==> src/design/are_pkg.sv <==
// Package for the adaptive range encoder: payload types, commands, states, constants.
// Depends on nothing; used by every module in design/.
package are_pkg;

    localparam int MAX_SYMBOLS_DEF   = 256;
    localparam int RESCALE_LIMIT_DEF = 65536;
    localparam logic [63:0] BOTTOM_BOUND_DEF = 64'd281474976710656;
    localparam logic [63:0] TOP_BOUND        = 64'd72057594037927936;
    localparam int FREQ_W  = 25;
    localparam int COUNT_W = 9;

    typedef enum logic [1:0] {
        CMD_ENCODE = 2'd0,
        CMD_FLUSH  = 2'd1,
        CMD_RESET  = 2'd2,
        CMD_NONE   = 2'd3
    } cmd_t;

    typedef struct packed {
        logic [1:0] cmd;
        logic [7:0] symbol;
    } in_item_t;

    typedef struct packed {
        logic [7:0] out_byte;
        logic       last;
    } out_item_t;

    typedef enum logic [3:0] {
        ST_IDLE,
        ST_CLEAR,
        ST_RD_TOTAL,
        ST_RD_LO,
        ST_RD_HI,
        ST_DIV,
        ST_MUL_LO,
        ST_MUL_W,
        ST_SHIFT,
        ST_EMIT,
        ST_BUMP,
        ST_HALVE,
        ST_FLUSH
    } state_t;

    typedef struct packed {
        logic start;
        logic busy;
    } div_ctl_t;

endpackage

==> src/design/are_div.sv <==
// Restoring divider, one quotient bit per cycle: 64-bit dividend by a FREQ_W divisor.
// Depends on are_pkg.
module are_div (
    input  logic                      clk,
    input  logic                      rst_n,
    input  logic                      start,
    input  logic [63:0]               dividend,
    input  logic [are_pkg::FREQ_W-1:0] divisor,
    output are_pkg::div_ctl_t         ctl,
    output logic [63:0]               quotient
);
    import are_pkg::*;

    logic [63:0]       quo_reg, quo_next;
    logic [FREQ_W:0]   rem_reg, rem_next;
    logic [6:0]        cnt_reg, cnt_next;
    logic              busy_reg, busy_next;
    logic [FREQ_W:0]   trial;

    always_comb
    begin
        quo_next  = quo_reg;
        rem_next  = rem_reg;
        cnt_next  = cnt_reg;
        busy_next = busy_reg;
        trial     = {rem_reg[FREQ_W-1:0], quo_reg[63]};
        if (start)
        begin
            quo_next  = dividend;
            rem_next  = '0;
            cnt_next  = 7'd64;
            busy_next = 1'b1;
        end
        else if (busy_reg)
        begin
            if (trial >= {1'b0, divisor})
            begin
                rem_next = trial - {1'b0, divisor};
                quo_next = {quo_reg[62:0], 1'b1};
            end
            else
            begin
                rem_next = trial;
                quo_next = {quo_reg[62:0], 1'b0};
            end
            cnt_next = cnt_reg - 7'd1;
            if (cnt_reg == 7'd1)
                busy_next = 1'b0;
        end
    end

    always_ff @(posedge clk or negedge rst_n)
    begin
        if (!rst_n)
        begin
            busy_reg <= 1'b0;
            cnt_reg  <= '0;
        end
        else
        begin
            busy_reg <= busy_next;
            cnt_reg  <= cnt_next;
        end
    end

    always_ff @(posedge clk)
    begin
        quo_reg <= quo_next;
        rem_reg <= rem_next;
    end

    assign ctl.start = start;
    assign ctl.busy  = busy_reg;
    assign quotient  = quo_reg;
endmodule

==> config.mk <==
export PLATFORM = sky130hd
export DESIGN_NAME = are_div
export DESIGN_NICKNAME = d
export VERILOG_FILES = /design/src/design/are_pkg.sv /design/src/design/are_div.sv
export SDC_FILE = /design/constraint.sdc
export NUM_CORES = 1
export LEC_CHECK = 0
export BUFFER_PORTS_ARGS = -buffer_cell sky130_fd_sc_hd__buf_2
export CORE_ASPECT_RATIO = 2
export CORE_MARGIN = 3
export CORE_UTILIZATION = 53
export DETAILED_ROUTE_END_ITERATION = 10
export PLACE_DENSITY = 0.87
export SYNTH_ARGS = -nofsm -noshare
export SYNTH_HDL_FRONTEND = slang
export SYNTH_SLANG_ARGS = --single-unit
==> constraint.sdc <==
create_clock -name clk -period 3.5 [get_ports clk]
set_clock_uncertainty 0.15 [all_clocks]
set_input_delay 0.525 -clock clk [delete_from_list [all_inputs] [get_ports clk]]
set_output_delay 0.525 -clock clk [all_outputs]
set_load 0.01 [all_outputs]
==> metrics.txt, run 1 <==
CTS tree built; die area 0.0121 mm²; CP required 3570 ps; remaining global-route overflow 0; RePlAce Congestion 0.957; hold crit path type flop to flop; core footprint 0.0105 mm²; final worst-path cycle share 93.1%; pwr/cell area 558 mW/mm²; H-tree Lvls 3; layout cells sized above 1 37.6%; kind of critical path flop to flop; Final Setup Violations 0; Critical Path Sink Type flop; # DRC 0; final net count 790; I/O pin cnt 158; die height 153 µm; P_sw 1290 µW; CP max FO 18; Slew headroom 61.5%; post-layout util 65.8%; Final min period 3260 ps; routed vias/inst 5.83; EDFF count, synth 64; Syn Nets 644; sequential cell area 0.00262 mm²; Hold Fails Final Rpt 0; All-Layer GR Usage 25.5%; post-synthesis instance total 524; via count 4739; peak supply drop 373 µV; clock power share 27.6%; RSZ-0062 raised after global routing no; setup TNS 0 ps; Max Buffers Root-to-Sink 2; Site Rows 53; asr flop ratio synth 8.25%; worst slew pin tran 577 ps; most frequent cells in the layout buf_2 (156), edfxtp_1 (64), mux2_2 (63), nor2_1 (42); placed cell count 795; CP arrival 3330 ps; Largest register FFs 64; flops & latches, synth 97; synth warn 0; WL final 15.1 mm; Initial DRC Count 301; ys flop type edfxtp_1; die width 79.4 µm; CTS buffer count 9; leakage 0.00319 µW; pin count of the biggest net entering global routing 49; Sw Share 33.5%; Worst-Skew Late Latency 350 ps; fill cell count 819; Initial Util 54.4%; Multi-input gate area 0.00279 mm²; via count of the first global-routing pass 5001; first-pass iteration count of the detailed router 5; Comb power frac 31.3%; Avg Synthesized Cell Area 10.9 µm²; synth unique cells 58; area grow syn2layout 20.8%; I/O Buffers 157; ANT nets after route 0; commonest non-fill, non-tap cell in the layout buf_2; mapped cell area 0.00570 mm²; Reg power frac 41.1%; DP HPWL 11.2 mm; max-slew violations 0; number of antenna violations at the first check in global routing 1; first-pass GRT wire length 24.2 mm; register area share after synthesis 46.0%; Post-CTS Resized 0; Root Buffer clkbuf_16; Post-Layout Cell Count 813; Max Cap Viol 0; P_int 2550 µW; final hold slack 321 ps; Wirelength per Cell 18.5 µm; CTS Sinks 97; outcome finished, final reports clean; fmax 307 MHz; critical path launch point type flop; Reg clk slew, reported paths 80 ps
==> final timing paths <==
kind,startpoint,end,slack [ps],cells after the start
hold reg to reg,rem_reg[24]$_SDFFE_PP0P_,rem_reg[24]$_SDFFE_PP0P_,320,2
setup reg to reg,quotient[63]$_DFFE_PP_,rem_reg[12]$_SDFFE_PP0P_,240,13
setup / recovery,quotient[63]$_DFFE_PP_,rem_reg[12]$_SDFFE_PP0P_,240,13
max in group asynchronous,rst_n,cnt_reg[6]$_DFFE_PN0P_,2620,2
min in group asynchronous,rst_n,cnt_reg[5]$_DFFE_PN0P_,400,2
hold / removal,rem_reg[24]$_SDFFE_PP0P_,rem_reg[24]$_SDFFE_PP0P_,320,2
==> kinds of logic after synthesis <==
group           after synthesis  synth area share, %
compound gates              110                 13.6
flops                        97                 46.0
fa+ha+maj                    28                 6.27
xor+xnor                     26                 3.99
buf+inv                      65                 5.05
simple gates                116                 9.30
mux                          82                 15.8
==> metrics by stage <==
step	total power (µW)	setup WS (ps)	area, µm²
after floorplan	2420	595	5700
after global placement	2720	284	6560
after detailed placement	2770	173	6560
after CTS	3850	274	6890
after global routing	4040	38.6	6890
final	3840	240	6890
==> critical path: stages, from the launching register on <==
cell and delay, ps:
edfxtp_1 420, inv_1 90, ha_1 150, inv_1 50
fa_1 440, a21oi_2 230, o221a_1 250, o21ai_1 130
a211oi_2 220, nor2_2 90, a41oi_4 230, buf_4 320
mux2i_1 250, a211oi_1 90
==> what timing repair did <==
item / CTS / global route
setup buffers: 0 / 0
endpoints found under the hold margin: 8 / 0
hold buffers: 1 / 0
==> layout make-up <==
type	count	share of cell area, %
inverter	35	1.91
multi-input combinational	362	40.5
tap	137	2.49
clock inverter	7	1.38
timing repair buffer	165	12.3
antenna	1	0.0363
clock buffer	9	3.27
sequential	97	38.1
==> cell usage after synthesis, drive strengths merged, types with 3 or more instances <==
cell | count | area share, %
xor2 | 8 | 1.2
dfrtp | 8 | 3.5
mux2 | 63 | 12
mux2i | 19 | 3.3
nor2 | 43 | 2.9
a32oi | 3 | 0.46
a21o | 10 | 1.3
o31ai | 3 | 0.39
nand3 | 7 | 0.61
a211oi | 15 | 2.1
nand2b | 4 | 0.44
or2 | 3 | 0.33
nor2b | 4 | 0.44
nand2 | 34 | 2.2
xnor2 | 18 | 2.8
nor3 | 3 | 0.26
edfxtp | 64 | 34
nand4 | 7 | 0.77
nor4 | 3 | 0.33
o21ai | 26 | 2.3
a31oi | 5 | 0.55
inv | 35 | 2.3
a21oi | 21 | 2.2
a21boi | 3 | 0.39
buf | 9 | 1.4
ha | 27 | 5.9
dfxtp | 25 | 8.8
o21a | 3 | 0.39
clkbuf | 21 | 1.4
==> power groups by stage <==
stage               Combinational (µW)  Clock, µW  Sequential, µW
finish                            1200       1060            1580
detailed placement                1180          0            1600
global route                      1310       1130            1600
floorplan                          806          0            1620
global placement                  1130          0            1590
CTS                               1190       1080            1580
==> layer usage <==
layer | wire length, µm | GRT usage (%) | vias up
met3 | 990 | 5.68 | 49
met4 | 605 | 12.9 | 0
met1 | 5370 | 27.5 | 2258
met5 | 0 | 0 | -
li1 | - | - | 2205
met2 | 8090 | 45.5 | 227
No activity file was read; power rests on OpenSTA's default activity.
==> run 2: changes to the inputs <==
--- a/config.mk
+++ b/config.mk
@@ -6,7 +6,7 @@
 export NUM_CORES = 1
 export LEC_CHECK = 0
 export BUFFER_PORTS_ARGS = -buffer_cell sky130_fd_sc_hd__buf_2
-export CORE_ASPECT_RATIO = 2
+export CORE_ASPECT_RATIO = 0.75
 export CORE_MARGIN = 3
 export CORE_UTILIZATION = 53
 export DETAILED_ROUTE_END_ITERATION = 10
==> metrics.txt, run 2 (synthesized netlist as in run 1, its figures left out) <==
placed cell count 794 (-0.13%); pin count of the biggest net entering global routing 65 (+33%); Crit. path cell count 13 (unchanged); Hold Fails Final Rpt 0 (unchanged); die height 95.8 µm (-37%); kind of critical path flop to flop; Max Buffers Root-to-Sink 2 (unchanged); Comb power frac 31.7% (+0.4 points); Critical Path Source quotient[63]$_DFFE_PP_; peak supply drop 297 µV (-20%); CP arrival 3310 ps (-20 ps); first-pass GRT wire length 21.4 mm (-12%); post-layout util 66.4% (+0.59 points); Final min period 3220 ps (-37.1 ps); P_int 2550 µW (-0.24%); via count 4578 (-3.4%); Final Setup Violations 0 (unchanged); FF-to-FF End rem_reg[3]$_SDFFE_PP0P_; ANT nets after route 0 (unchanged); via count of the first global-routing pass 4432 (-11%); Hold Crit Start rem_reg[10]$_SDFFE_PP0P_; CP required 3590 ps (+20 ps); clock power share 26.8% (-0.8 points); setup TNS 0 ps (unchanged); outcome finished, final reports clean; H-tree Lvls 3 (unchanged); routed vias/inst 5.64 (-3.2%); Worst-Skew Late Latency 340 ps (about the same); r2r setup slk 280 ps (+40 ps); Post-CTS Resized 0 (unchanged); I/O Buffers 157 (unchanged); RePlAce Congestion 0.926 (-3.3%); Reg power frac 41.5% (+0.4 points); Post-DP Area 0.00657 mm² (+0.17%); RSZ-0062 raised after global routing no; WL final 14.3 mm (-5.2%); Worst path slowest cell fa_1; Initial Util 55.0% (+0.56 points); first-pass iteration count of the detailed router 5 (unchanged); final instance area 0.00688 mm² (-0.15%); # DRC 0 (unchanged); critical path launch point type flop; Largest register FFs 64 (unchanged); Hold EP rem_reg[10]$_SDFFE_PP0P_; final worst-path cycle share 92.1% (-1.1 points); worst slew pin tran 826 ps (+249 ps); fmax 310 MHz (+1.2%); ANT cells 0 (-1); number of antenna violations at the first check in global routing 0 (-1); core footprint 0.0104 mm² (-1.0%); die width 126 µm (+59%); Critical Path Sink Type flop; Max stage delay on crit path 430 ps (about the same); area grow syn2layout 20.7%; final net count 790 (unchanged); fill cell count 786 (-4.0%); number of setup buffers added after CTS 0 (unchanged); CTS Sinks 97 (unchanged); Post-Layout Cell Count 811 (-0.25%); CTS tree built; P_sw 1240 µW (-3.8%); remaining global-route overflow 0 (unchanged); Initial DRC Count 339 (+13%); Site Rows 32 (-40%); CTS buffer count 9 (unchanged); Sw Share 32.7% (-0.80 points); Root Buffer clkbuf_16; CP max FO 24 (+6); leakage 0.00318 µW (-0.19%); Max Cap Viol 0 (unchanged); family with the most delay on the worst path compound AO/OA/AOI/OAI gates; pwr/cell area 551 mW/mm² (-1.3%); WP buf/inv 3 (unchanged); Worst R2R Start quotient[63]$_DFFE_PP_; die area 0.0121 mm² (-0.52%); most frequent cells in the layout buf_2 (156), edfxtp_1 (64), mux2_2 (63), nor2_1 (42); Reg clk slew, reported paths 70 ps (about the same); layout cells sized above 1 37.5% (-0.15 points); I/O pin cnt 158 (unchanged); All-Layer GR Usage 21.8% (-3.7 points); DP HPWL 10.6 mm (-5.2%); Hold Path Cell Cnt 2 (unchanged); Wirelength per Cell 17.6 µm (-4.9%); Slew headroom 45.0% (-17 points); reg2reg path depth 13 (unchanged); worst path cell trace inv_1 > ha_1 > inv_1 > fa_1 > a21oi_2 > o221a_1 > o21ai_1 > a211oi_2 > nor2_2 > a41oi_4 > buf_12 > nand2_1 > a311oi_1; max-slew violations 0 (unchanged); commonest non-fill, non-tap cell in the layout buf_2; Hold Buf Count CTS 1 (unchanged); CP most frequent cell inv_1; hold crit path type flop to flop
run 2: how the worst max path moves through the flow:
stage | end
floorplan | rem_reg[1]$_SDFFE_PP0P_
global placement | rem_reg[14]$_SDFFE_PP0P_
detailed placement | rem_reg[3]$_SDFFE_PP0P_
CTS | rem_reg[3]$_SDFFE_PP0P_
global route | rem_reg[3]$_SDFFE_PP0P_
finish | rem_reg[3]$_SDFFE_PP0P_
run 2: final cells by class:
| cell class | instances | area, µm² | area share [%] |
|---|---|---|---|
| Multi-Input combinational cell | 362 | 2790 | 40.6 |
| Inverter | 35 | 131 | 1.91 |
| Timing Repair Buffer | 165 | 863 | 12.5 |
| Clock inverter | 6 | 72.6 | 1.05 |
| Sequential cell | 97 | 2620 | 38.1 |
| Tap cell | 136 | 170 | 2.47 |
| Clock buffer | 10 | 229 | 3.33 |
run 2: layer usage:
metal / up-vias / GRT usage (%) / part of all wire (%)
met2: 163 / 37.7 / 50
li1: 2201 / - / -
met5: - / 0 / 0
met1: 2192 / 28.7 / 42
met4: 0 / 5.27 / 1.5
met3: 22 / 4.22 / 5.8
run 2: power by group through the flow:
stage | Combinational (µW) | Sequential [µW] | Clock, µW
after global placement | 1130 | 1570 | 0
after floorplan | 806 | 1620 | 0
after CTS | 1200 | 1570 | 1030
final | 1200 | 1570 | 1020
after global routing | 1310 | 1600 | 1070
after detailed placement | 1180 | 1590 | 0
run 2: stage by stage:
stage / setup slack (ps) / hold WS, ps / power [µW]
finish: 277 / 327 / 3790
global route: 48.9 / 329 / 3980
CTS: 295 / 327 / 3790
detailed placement: 167 / 226 / 2770
global placement: 266 / 224 / 2700
floorplan: 595 / 79.4 / 2420
run 2: worst min-delay path, cell delays in order (launching register included):
cell and delay [ps]:
dfxtp_1 330, nand2_1 60, o21ai_1 50
